==> src/sv/vlfd_pkg.sv <==
// Shared types and constants for the varint length-prefixed frame deframer.
package vlfd_pkg;

  localparam int unsigned MAX_PREFIX_BYTES = 5;
  localparam int unsigned PREFIX_CNT_W     = $clog2(MAX_PREFIX_BYTES + 1);
  localparam int unsigned SHAMT_W          = $clog2(7 * (MAX_PREFIX_BYTES - 1) + 1);
  localparam int unsigned LEN_W            = 32;
  localparam int unsigned LEFT_W           = LEN_W - 1;

  typedef enum logic [1:0] {
    PH_PREFIX  = 2'd0,
    PH_PAYLOAD = 2'd1,
    PH_HALT    = 2'd2
  } phase_e;

  typedef enum logic [1:0] {
    KIND_BYTE  = 2'd0,
    KIND_EMPTY = 2'd1,
    KIND_ERROR = 2'd2
  } kind_e;

  localparam logic ERR_PREFIX_LONG = 1'b0;
  localparam logic ERR_NEG_LENGTH  = 1'b1;

  typedef struct packed {
    kind_e      kind;
    logic [7:0] data;
    logic       last;
    logic       error_code;
  } result_t;

endpackage

==> src/sv/varint_length_frame_deframer.sv <==
// Deframer that splits a byte stream into frames with base-128 length prefixes.
//
// The block takes one byte in every cycle unless in_stall_o is high: the frame
// state (prefix count, assembled length, payload bytes left) is updated as each
// byte is transferred in, and any result goes into an output register that is
// presented on the next cycle. A new byte is taken in the same cycle as the
// held result is transferred out, so in_stall_o is high only while a result
// waits and the output side stalls. After a framing error the block halts and
// drops every byte without result until reset.
module varint_length_frame_deframer (
  input  logic       clk_i,
  input  logic       rst_ni,
  input  logic       in_valid_i,
  output logic       in_stall_o,
  input  logic [7:0] byte_in_i,
  output logic       out_valid_o,
  input  logic       out_stall_i,
  output logic [1:0] kind_o,
  output logic [7:0] data_o,
  output logic       last_o,
  output logic       error_code_o
);

  vlfd_pkg::phase_e                        phase_q, phase_d;
  logic [vlfd_pkg::PREFIX_CNT_W-1:0]       prefix_cnt_q, prefix_cnt_d;
  logic [vlfd_pkg::LEN_W-1:0]              length_accum_q, length_accum_d;
  logic [vlfd_pkg::LEFT_W-1:0]             payload_left_q, payload_left_d;
  logic                                    out_valid_q;
  vlfd_pkg::result_t                       result_q, result_d;
  logic                                    emit;
  logic                                    in_xfer;
  logic                                    fin;
  logic [vlfd_pkg::SHAMT_W-1:0]            shamt;
  logic [vlfd_pkg::LEN_W-1:0]              merged_len;
  logic                                    too_long;

  assign in_stall_o = out_valid_q && out_stall_i;
  assign in_xfer    = in_valid_i && !in_stall_o;

  assign fin        = (payload_left_q <= vlfd_pkg::LEFT_W'(1));
  assign too_long   = (prefix_cnt_q >= vlfd_pkg::PREFIX_CNT_W'(vlfd_pkg::MAX_PREFIX_BYTES));
  assign shamt      = vlfd_pkg::SHAMT_W'(prefix_cnt_q) * vlfd_pkg::SHAMT_W'(7);
  assign merged_len = length_accum_q
                    | (vlfd_pkg::LEN_W'(byte_in_i[6:0]) << shamt);

  // Next state of the frame tracker.
  always_comb begin
    phase_d        = phase_q;
    prefix_cnt_d   = prefix_cnt_q;
    length_accum_d = length_accum_q;
    payload_left_d = payload_left_q;
    if (in_xfer) begin
      case (phase_q)
        vlfd_pkg::PH_PAYLOAD: begin
          if (fin) begin
            payload_left_d = '0;
            phase_d        = vlfd_pkg::PH_PREFIX;
          end else begin
            payload_left_d = payload_left_q - vlfd_pkg::LEFT_W'(1);
          end
        end
        vlfd_pkg::PH_PREFIX: begin
          if (too_long) begin
            phase_d = vlfd_pkg::PH_HALT;
          end else if (byte_in_i[7]) begin
            length_accum_d = merged_len;
            prefix_cnt_d   = prefix_cnt_q + vlfd_pkg::PREFIX_CNT_W'(1);
          end else begin
            length_accum_d = '0;
            prefix_cnt_d   = '0;
            if (merged_len[vlfd_pkg::LEN_W-1]) begin
              phase_d = vlfd_pkg::PH_HALT;
            end else if (merged_len != '0) begin
              payload_left_d = merged_len[vlfd_pkg::LEFT_W-1:0];
              phase_d        = vlfd_pkg::PH_PAYLOAD;
            end
          end
        end
        default: begin
          phase_d = phase_q;
        end
      endcase
    end
  end

  // Result produced by the byte being transferred in, if any.
  always_comb begin
    emit                = 1'b0;
    result_d.kind       = vlfd_pkg::KIND_BYTE;
    result_d.data       = '0;
    result_d.last       = 1'b0;
    result_d.error_code = 1'b0;
    case (phase_q)
      vlfd_pkg::PH_PAYLOAD: begin
        emit          = 1'b1;
        result_d.data = byte_in_i;
        result_d.last = fin;
      end
      vlfd_pkg::PH_PREFIX: begin
        if (too_long) begin
          emit                = 1'b1;
          result_d.kind       = vlfd_pkg::KIND_ERROR;
          result_d.error_code = vlfd_pkg::ERR_PREFIX_LONG;
        end else if (!byte_in_i[7]) begin
          if (merged_len[vlfd_pkg::LEN_W-1]) begin
            emit                = 1'b1;
            result_d.kind       = vlfd_pkg::KIND_ERROR;
            result_d.error_code = vlfd_pkg::ERR_NEG_LENGTH;
          end else if (merged_len == '0) begin
            emit          = 1'b1;
            result_d.kind = vlfd_pkg::KIND_EMPTY;
            result_d.last = 1'b1;
          end
        end
      end
      default: begin
        emit = 1'b0;
      end
    endcase
  end

  always_ff @(posedge clk_i or negedge rst_ni) begin
    if (!rst_ni) begin
      phase_q        <= vlfd_pkg::PH_PREFIX;
      prefix_cnt_q   <= '0;
      length_accum_q <= '0;
      payload_left_q <= '0;
      out_valid_q    <= 1'b0;
    end else begin
      phase_q        <= phase_d;
      prefix_cnt_q   <= prefix_cnt_d;
      length_accum_q <= length_accum_d;
      payload_left_q <= payload_left_d;
      if (in_xfer) begin
        out_valid_q <= emit;
      end else if (!out_stall_i) begin
        out_valid_q <= 1'b0;
      end
    end
  end

  always_ff @(posedge clk_i) begin
    if (in_xfer && emit) begin
      result_q <= result_d;
    end
  end

  assign out_valid_o  = out_valid_q;
  assign kind_o       = result_q.kind;
  assign data_o       = result_q.data;
  assign last_o       = result_q.last;
  assign error_code_o = result_q.error_code;

  halt_sticky_a : assert property (@(posedge clk_i) disable iff (!rst_ni)
    phase_q == vlfd_pkg::PH_HALT |=> phase_q == vlfd_pkg::PH_HALT)
    else $error("Deframer left the halted phase without reset.");

  error_halts_a : assert property (@(posedge clk_i) disable iff (!rst_ni)
    out_valid_q && result_q.kind == vlfd_pkg::KIND_ERROR |-> phase_q == vlfd_pkg::PH_HALT)
    else $error("An error result is held but the deframer is not halted.");

  prefix_cnt_range_a : assert property (@(posedge clk_i) disable iff (!rst_ni)
    prefix_cnt_q <= vlfd_pkg::PREFIX_CNT_W'(vlfd_pkg::MAX_PREFIX_BYTES))
    else $error("Prefix byte count exceeds its limit.");

  payload_nonzero_a : assert property (@(posedge clk_i) disable iff (!rst_ni)
    phase_q == vlfd_pkg::PH_PAYLOAD |-> payload_left_q != '0)
    else $error("Payload phase entered with no payload bytes left.");

endmodule

==> config.mk <==
export PLATFORM = sky130hd
export DESIGN_NAME = varint_length_frame_deframer
export DESIGN_NICKNAME = d
export VERILOG_FILES = /design/src/sv/vlfd_pkg.sv /design/src/sv/varint_length_frame_deframer.sv
export SDC_FILE = /design/constraint.sdc
export NUM_CORES = 1
export LEC_CHECK = 0
export BUFFER_PORTS_ARGS = -buffer_cell sky130_fd_sc_hd__buf_2
export CAP_MARGIN = 40
export CORE_ASPECT_RATIO = 1.75
export CORE_UTILIZATION = 50
export CTS_CLUSTER_DIAMETER = 80
export DETAILED_ROUTE_END_ITERATION = 16
export PLACE_DENSITY = 0.7
export REMOVE_ABC_BUFFERS = 1
export SLEW_MARGIN = 25
export SYNTH_ARGS = -nofsm -noshare
export SYNTH_HDL_FRONTEND = slang
export SYNTH_SLANG_ARGS = --single-unit
export TNS_END_PERCENT = 100
==> constraint.sdc <==
create_clock -name clk_i -period 6.15 [get_ports clk_i]
set_input_delay 0.3075 -clock clk_i [delete_from_list [all_inputs] [get_ports clk_i]]
set_output_delay 0.3075 -clock clk_i [all_outputs]
set_load 0.01 [all_outputs]
### Word-level counts from Yosys, hierarchy flattened

Cells that the tools add are included.

* bits in registers: 81
* word-level logic and storage cells: 71
* output and inout bits: 14
* input port bits: 12

* equal/unequal tests: 9
* $lt $le $gt $ge: 2
* shift operators: 1
* bitwise operators: 3
* $mul: 1
* add/subtract/negate cells: 2
* reduce and logical (&&, ||, !) cells: 13
* muxes and demuxes: 30

Operators by type and width (number)
* 2-to-1 mux 31 bit: 5
* case mux 31 bit (2 select lines): 1
* logical NOT 32 bit: 1
* 2-to-1 mux 32 bit: 1
* OR 32 bit: 1
* nonzero test 32 bit: 1
* << shifter 7 x 5 -> 32 bit: 1
* less-or-equal comparator 31 x 1 -> 1 bit, second input constant: 1
* subtractor 31 x 1 -> 31 bit, second input constant: 1
* 2-to-1 mux 2 bit: 9
* 2-to-1 mux 1 bit: 10
* != test 2 bit, second input constant: 5
* AND reduction 6 bit: 1
* multiplier 3 x 3 -> 5 bit, second input constant: 1
* AND reduction 5 bit: 1
* != test 4 bit, second input constant: 1
* case mux 1 bit (2 select lines): 2
* case mux 2 bit (2 select lines): 1
* OR reduction 4 bit: 1
* adder 3 x 1 -> 3 bit, second input constant: 1
* >= comparator 3 bit, second input constant: 1
* logical AND 1 bit: 3
* 2-to-1 mux 3 bit: 1
* != test 3 bit, second input constant: 1
* 8 further kinds: 9

### Longest topological paths before layout

* depth in word-level cells: 10
* mapped depth: 19
* depth with buffers taken out: 14

### Worst setup path before layout

No wires, ideal clock.

* path kind: reg2reg
* from: register prefix_cnt_q[0] (netlist bit)
* to: register result_q, in the netlist data_o[0], enable pin
* period minus slack after synthesis: 4.997 ns
* stages on the path, launching flop included: 18
* path slack: 1.153 ns
* required time: 5.750 ns
* path buffers: 5
* setup time: 0.400 ns
* arrival time: 4.596 ns
* cell sequence: dfrtp_1 buf_6 buf_4 inv_2 fa_1 inv_1 ha_1 inv_1 fa_1 buf_2 and2_1 clkbuf_1 a221o_1 nor4_4 and2_1 buf_2 a21boi_1 o31ai_1

* word-level cells in the longest chain between the ends: 10
* elaborated cells between the ends (all ways): 11
* those cells by class: mul: 1; order compare: 1; shift: 1; mux: 5; bitwise: 1; reduce/logical: 2

RTL lines
* from (decl): line varint_length_frame_deframer.sv:25 `logic [vlfd_pkg::PREFIX_CNT_W-1:0] prefix_cnt_q, prefix_cnt_d;`
* from (signal assigned): line varint_length_frame_deframer.sv:131 `prefix_cnt_q <= prefix_cnt_d;`
* multiplier 3 x 3 -> 5 bit: line varint_length_frame_deframer.sv:42 `assign shamt = vlfd_pkg::SHAMT_W'(prefix_cnt_q) * vlfd_pkg::SHAMT_W'(7);`
* << shifter 7 x 5 -> 32 bit: line varint_length_frame_deframer.sv:44 `| (vlfd_pkg::LEN_W'(byte_in_i[6:0]) << shamt);`
* OR 32 bit: line varint_length_frame_deframer.sv:44
* logical NOT 32 bit: line varint_length_frame_deframer.sv:109 `end else if (merged_len == '0) begin`
* 2-to-1 mux 1 bit: line varint_length_frame_deframer.sv:109
* 2-to-1 mux 1 bit: line varint_length_frame_deframer.sv:105 `if (merged_len[vlfd_pkg::LEN_W-1]) begin`
* 2-to-1 mux 1 bit: line varint_length_frame_deframer.sv:104 `end else if (!byte_in_i[7]) begin`
* 2-to-1 mux 1 bit (*): line varint_length_frame_deframer.sv:100 `if (too_long) begin`
* case mux 1 bit (2 select lines) (*): line varint_length_frame_deframer.sv:93 `case (phase_q)`
* logical AND 1 bit (*): line varint_length_frame_deframer.sv:143 `if (in_xfer && emit) begin`
* to (signal assigned): line varint_length_frame_deframer.sv:144 `result_q <= result_d;`
* to (decl): line varint_length_frame_deframer.sv:29 `vlfd_pkg::result_t result_q, result_d;`

Mark *: on every way between the ends. The rest lies on a longest branch, timed or not.
A chain may end at the register's enable or synchronous reset.

### Worst setup path in the final report

* from: register prefix_cnt_q[1] (netlist bit)
* to: register payload_left_q[23] (netlist bit)

* word-level cells in the longest chain between the ends: 8
* elaborated cells between the ends (all ways): 14
* those cells by class: mul: 1; order compare: 1; eq/ne: 3; shift: 1; mux: 5; bitwise: 1; reduce/logical: 2

RTL lines
* multiplier 3 x 3 -> 5 bit: line varint_length_frame_deframer.sv:42
* << shifter 7 x 5 -> 32 bit: line varint_length_frame_deframer.sv:44
* OR 32 bit: line varint_length_frame_deframer.sv:44
* 2-to-1 mux 31 bit: line varint_length_frame_deframer.sv:73 `end else if (merged_len != '0) begin`
* 2-to-1 mux 31 bit: line varint_length_frame_deframer.sv:71 `if (merged_len[vlfd_pkg::LEN_W-1]) begin`
* 2-to-1 mux 31 bit: line varint_length_frame_deframer.sv:65 `end else if (byte_in_i[7]) begin`
* 2-to-1 mux 31 bit: line varint_length_frame_deframer.sv:63 `if (too_long) begin`
* case mux 31 bit (2 select lines): line varint_length_frame_deframer.sv:53 `case (phase_q)`
* to (signal assigned): line varint_length_frame_deframer.sv:133 `payload_left_q <= payload_left_d;`
* to (decl): line varint_length_frame_deframer.sv:27 `logic [vlfd_pkg::LEFT_W-1:0] payload_left_q, payload_left_d;`

Several ways; a longest one is shown, not always the timed one. The select of a mux whose other input is x is not followed.

==> results.yml <==
min_path:
  hp-class: "in -> reg"
  min_path_cells: 3
worst_setup_path:
  endpoint_kind: "register"
  crit_path_max_incr_delay_ps: 860
  path_max_fanout: 18
  path_class: "reg -> reg"
  required_ps: 6430
  cp_num_buf_inv: 5
  start_kind: "register"
  cp_top_family: "adder cells"
  cp_cell_sequence: "inv_1, fa_1, inv_1, ha_1, inv_1, fa_1, nand2_1, o22ai_1, nor4_1, and3_1, a21oi_2, buf_4, or2_1, buf_4, a22o_1"
  crit_cells: 15
  r2r_cells: 15
  crit_top_cell: "inv_1"
  cp.arrival_ps: 5000
  crit_slowest_cell: "fa_1"
power_and_ir_drop:
  powerDensity_nw_per_um2: 651
  worst_ir_drop_vdd_v: 0.000431
  p_total_uw: 3850
  p_leak_uw: 0.00248
detailed_routing:
  postRouteAntennaNets: 0
  routed_wl_um: 17800
  avgViaCountPerCell: 6.93
  wl_per_cell_um: 22.8
  drc: 0
  drt-initial-drc-count: 648
  vias: 5406
  first_pass_iters: 5
global_routing:
  grt.total_usage_pct: 33.8
  antenna_found_initial: 0
  grt_max_degree: 48
  grt_pass1_wl_um: 28200
  grt.overflow.total: 0
  grt_pass1_vias: 5274
finish:
  drive_gt1_share_pct: 11.2
  area_growth_pct: 10.4
  insertedDiodeCount: 0
  final_core_util_pct: 57.1
  nets: 669
logic_synthesis:
  synth-warning-count: 0
  synth_compound_area_share_pct: 25.2
  synth.distinct_cells: 71
  synth_simple_gate_area_share_pct: 23.7
  synth_area_leaders: "dfrtp_1 (32%), edfxtp_1 (6.7%), a21oi_1 (6.5%), nor2_1 (6.3%), nand2_1 (2.8%)"
  synth_fa_ha_area_share_pct: 2.38
  ys_seq_area_share_pct: 38.9
  async_reset_ff_share_pct: 85.2
  ys_ff_latch: 81
  synth.cell_area_um2: 5360
  synth_top_family_by_area: "compound AO/OA/AOI/OAI gates"
  synth_top_area_share_pct: 32.2
  synth_mux_area_share_pct: 3.71
  synth_edf_count: 12
  yosysTopAreaCell: "dfrtp_1"
  ys.flop_type: "dfrtp_1"
  netlist_instances: 631
  synth_xor_area_share_pct: 0.794
  syn_area_per_cell_um2: 8.49
placement:
  place_congestion: 0.975
  io_buffer_count: 25
  dp_hpwl_um: 13100
  dp_slack_ps: 1230
sta:
  rsz0062_at_grt: "false"
  finalMaxSlewViolations: 0
  hold_violations: 0
  fmax_mhz: 212
  worst_slew_pin_slew_ps: 761
  finalCritPeriodShare_pct: 76.8
  relSlewSlack_pct: 48.8
  layout_min_cycle_time_ps: 4720
  finalClockSkew_ps: 5.32
  finalWorstSetupSlack_ps: 1430
  finalSetupViolations: 0
clock_network:
  clk_pin_slew_worst_paths_ps: 60
  cts_resized: 0
  cts.root.buffer_cell: "clkbuf_16"
  htree_levels: 3
  clkLatencyLatePin_ps: 340
  ctsLongestPathBuffers: 2
  cts_buffers: 9
  cts_tree: "yes"
  clkSinkCount: 81
status:
  status: "complete, no violations"
floorplanning:
  die_h_um: 139
  fp.coreArea_um2: 10400
  die_x_um: 80.3
  initial_core_util_pct: 51.7
  die_area_um2: 11200
  pin_count: 26
  rows: 49
job:
  drv_cap: 0
## final timing paths
path | from | to | slack, ps
max in group asynchronous | rst_ni | payload_left_q[19] | 5110
hold / removal | out_stall_i | out_valid_o | 270
setup reg to reg | prefix_cnt_q[1] | payload_left_q[23] | 1430
min in group asynchronous | rst_ni | payload_left_q[1] | 490
setup / recovery | prefix_cnt_q[1] | payload_left_q[23] | 1430
hold reg to reg | payload_left_q[4] | payload_left_q[4] | 510
## per-layer routing
layer / global-route usage [%] / up-vias / wire (um) / share of wire, %
met3: 6.84 / 112 / 1090 / 6.1
met2: 56.5 / 309 / 8940 / 50
met1: 36.4 / 2603 / 6160 / 35
li1: - / 2382 / - / -
met4: 25.7 / 0 / 1580 / 8.9
met5: 0 / - / 0 / 0
## registers in the layout (all words and copies together), names as in the netlist
name	flops
out_valid_o	1
length_accum_q	32
phase_q	2
error_code_o	1
kind_o	2
data_o	8
payload_left_q	31
prefix_cnt_q	3
last_o	1
## cell usage in the layout, fill, tap and decap left out, drive strengths merged, types with 5 or more instances in the layout
| cell type | n |
|---|---|
| nor2 | 91 |
| a21oi | 72 |
| dfrtp | 69 |
| buf | 43 |
| nand2 | 40 |
| o21ai | 26 |
| nor3 | 25 |
| o22ai | 21 |
| inv | 20 |
| nand3 | 19 |
| and2 | 17 |
| or3 | 16 |
| a32o | 14 |
| nor4 | 13 |
| mux2i | 12 |
| o21bai | 12 |
| edfxtp | 12 |
| clkbuf | 12 |
| a22o | 10 |
| a31oi | 7 |
| ha | 7 |
| or4 | 6 |
| o32ai | 6 |
| nor3b | 5 |
| mux2 | 5 |
## cell type report
type                            count  area, um^2
Inverter                           20        75.1
Clock buffer                       11         233
Sequential cell                    81        2090
Multi-Input combinational cell    491        3000
Timing Repair Buffer               45         303
Tap cell                          127         159
Clock inverter                      5        56.3
Fill cell                         958        4450
## cell families (layout without fill, tap and decap cells)
group | count (synthesis) | count (layout)
simple gates | 256 | 256
compound gates | 204 | 204
flops | 81 | 81
buf+inv | 59 | 81
mux | 18 | 18
fa+ha+maj | 9 | 9
xor+xnor | 4 | 4
## synth_stat cells, drive strengths merged (4+ instances only)
cell / count
or3: 16
nand3: 19
and3: 4
nand2: 40
a31oi: 7
nor4b: 4
edfxtp: 12
and2: 17
nor3b: 5
nor4: 13
a22o: 10
clkbuf: 21
o2bb2ai: 4
o21bai: 12
a21oi: 72
o32ai: 6
ha: 7
mux2: 5
o21ai: 26
nor2: 91
buf: 18
inv: 20
or4: 6
a32o: 14
nand2b: 4
dfrtp: 69
mux2i: 12
nor3: 25
o22ai: 21
## through the flow
step	area [um^2]	std cells	TNS, ps	hold WS (ps)
finish	5920	780	0	269
global route	5920	780	0	325
CTS	5910	779	0	272
detailed placement	5610	762	0	310
global placement	5560	759	0	497
floorplan	5150	592	-4870	11.9
## worst reg2reg max path, delay by kind of cell, from the launching register on
kind | cells | cell delay (ps)
adder cells (fa/ha/maj) | 3 | 1500
AO/OA/AOI/OAI | 3 | 1040
AND/OR/NAND/NOR | 4 | 900
buffers and inverters | 5 | 840
flip-flops | 1 | 400
## power breakdown
| group | total (uW) | internal (uW) | switching, uW |
|---|---|---|---|
| registers | 914 | 740 | 173 |
| logic | 2400 | 813 | 1590 |
| clock network | 532 | 314 | 218 |
## what timing repair did
item,CTS,global route
endpoints found under the hold margin,22,0
hold buffers,1,0
setup buffers,0,0
No activity file was read; power rests on OpenSTA's default activity.
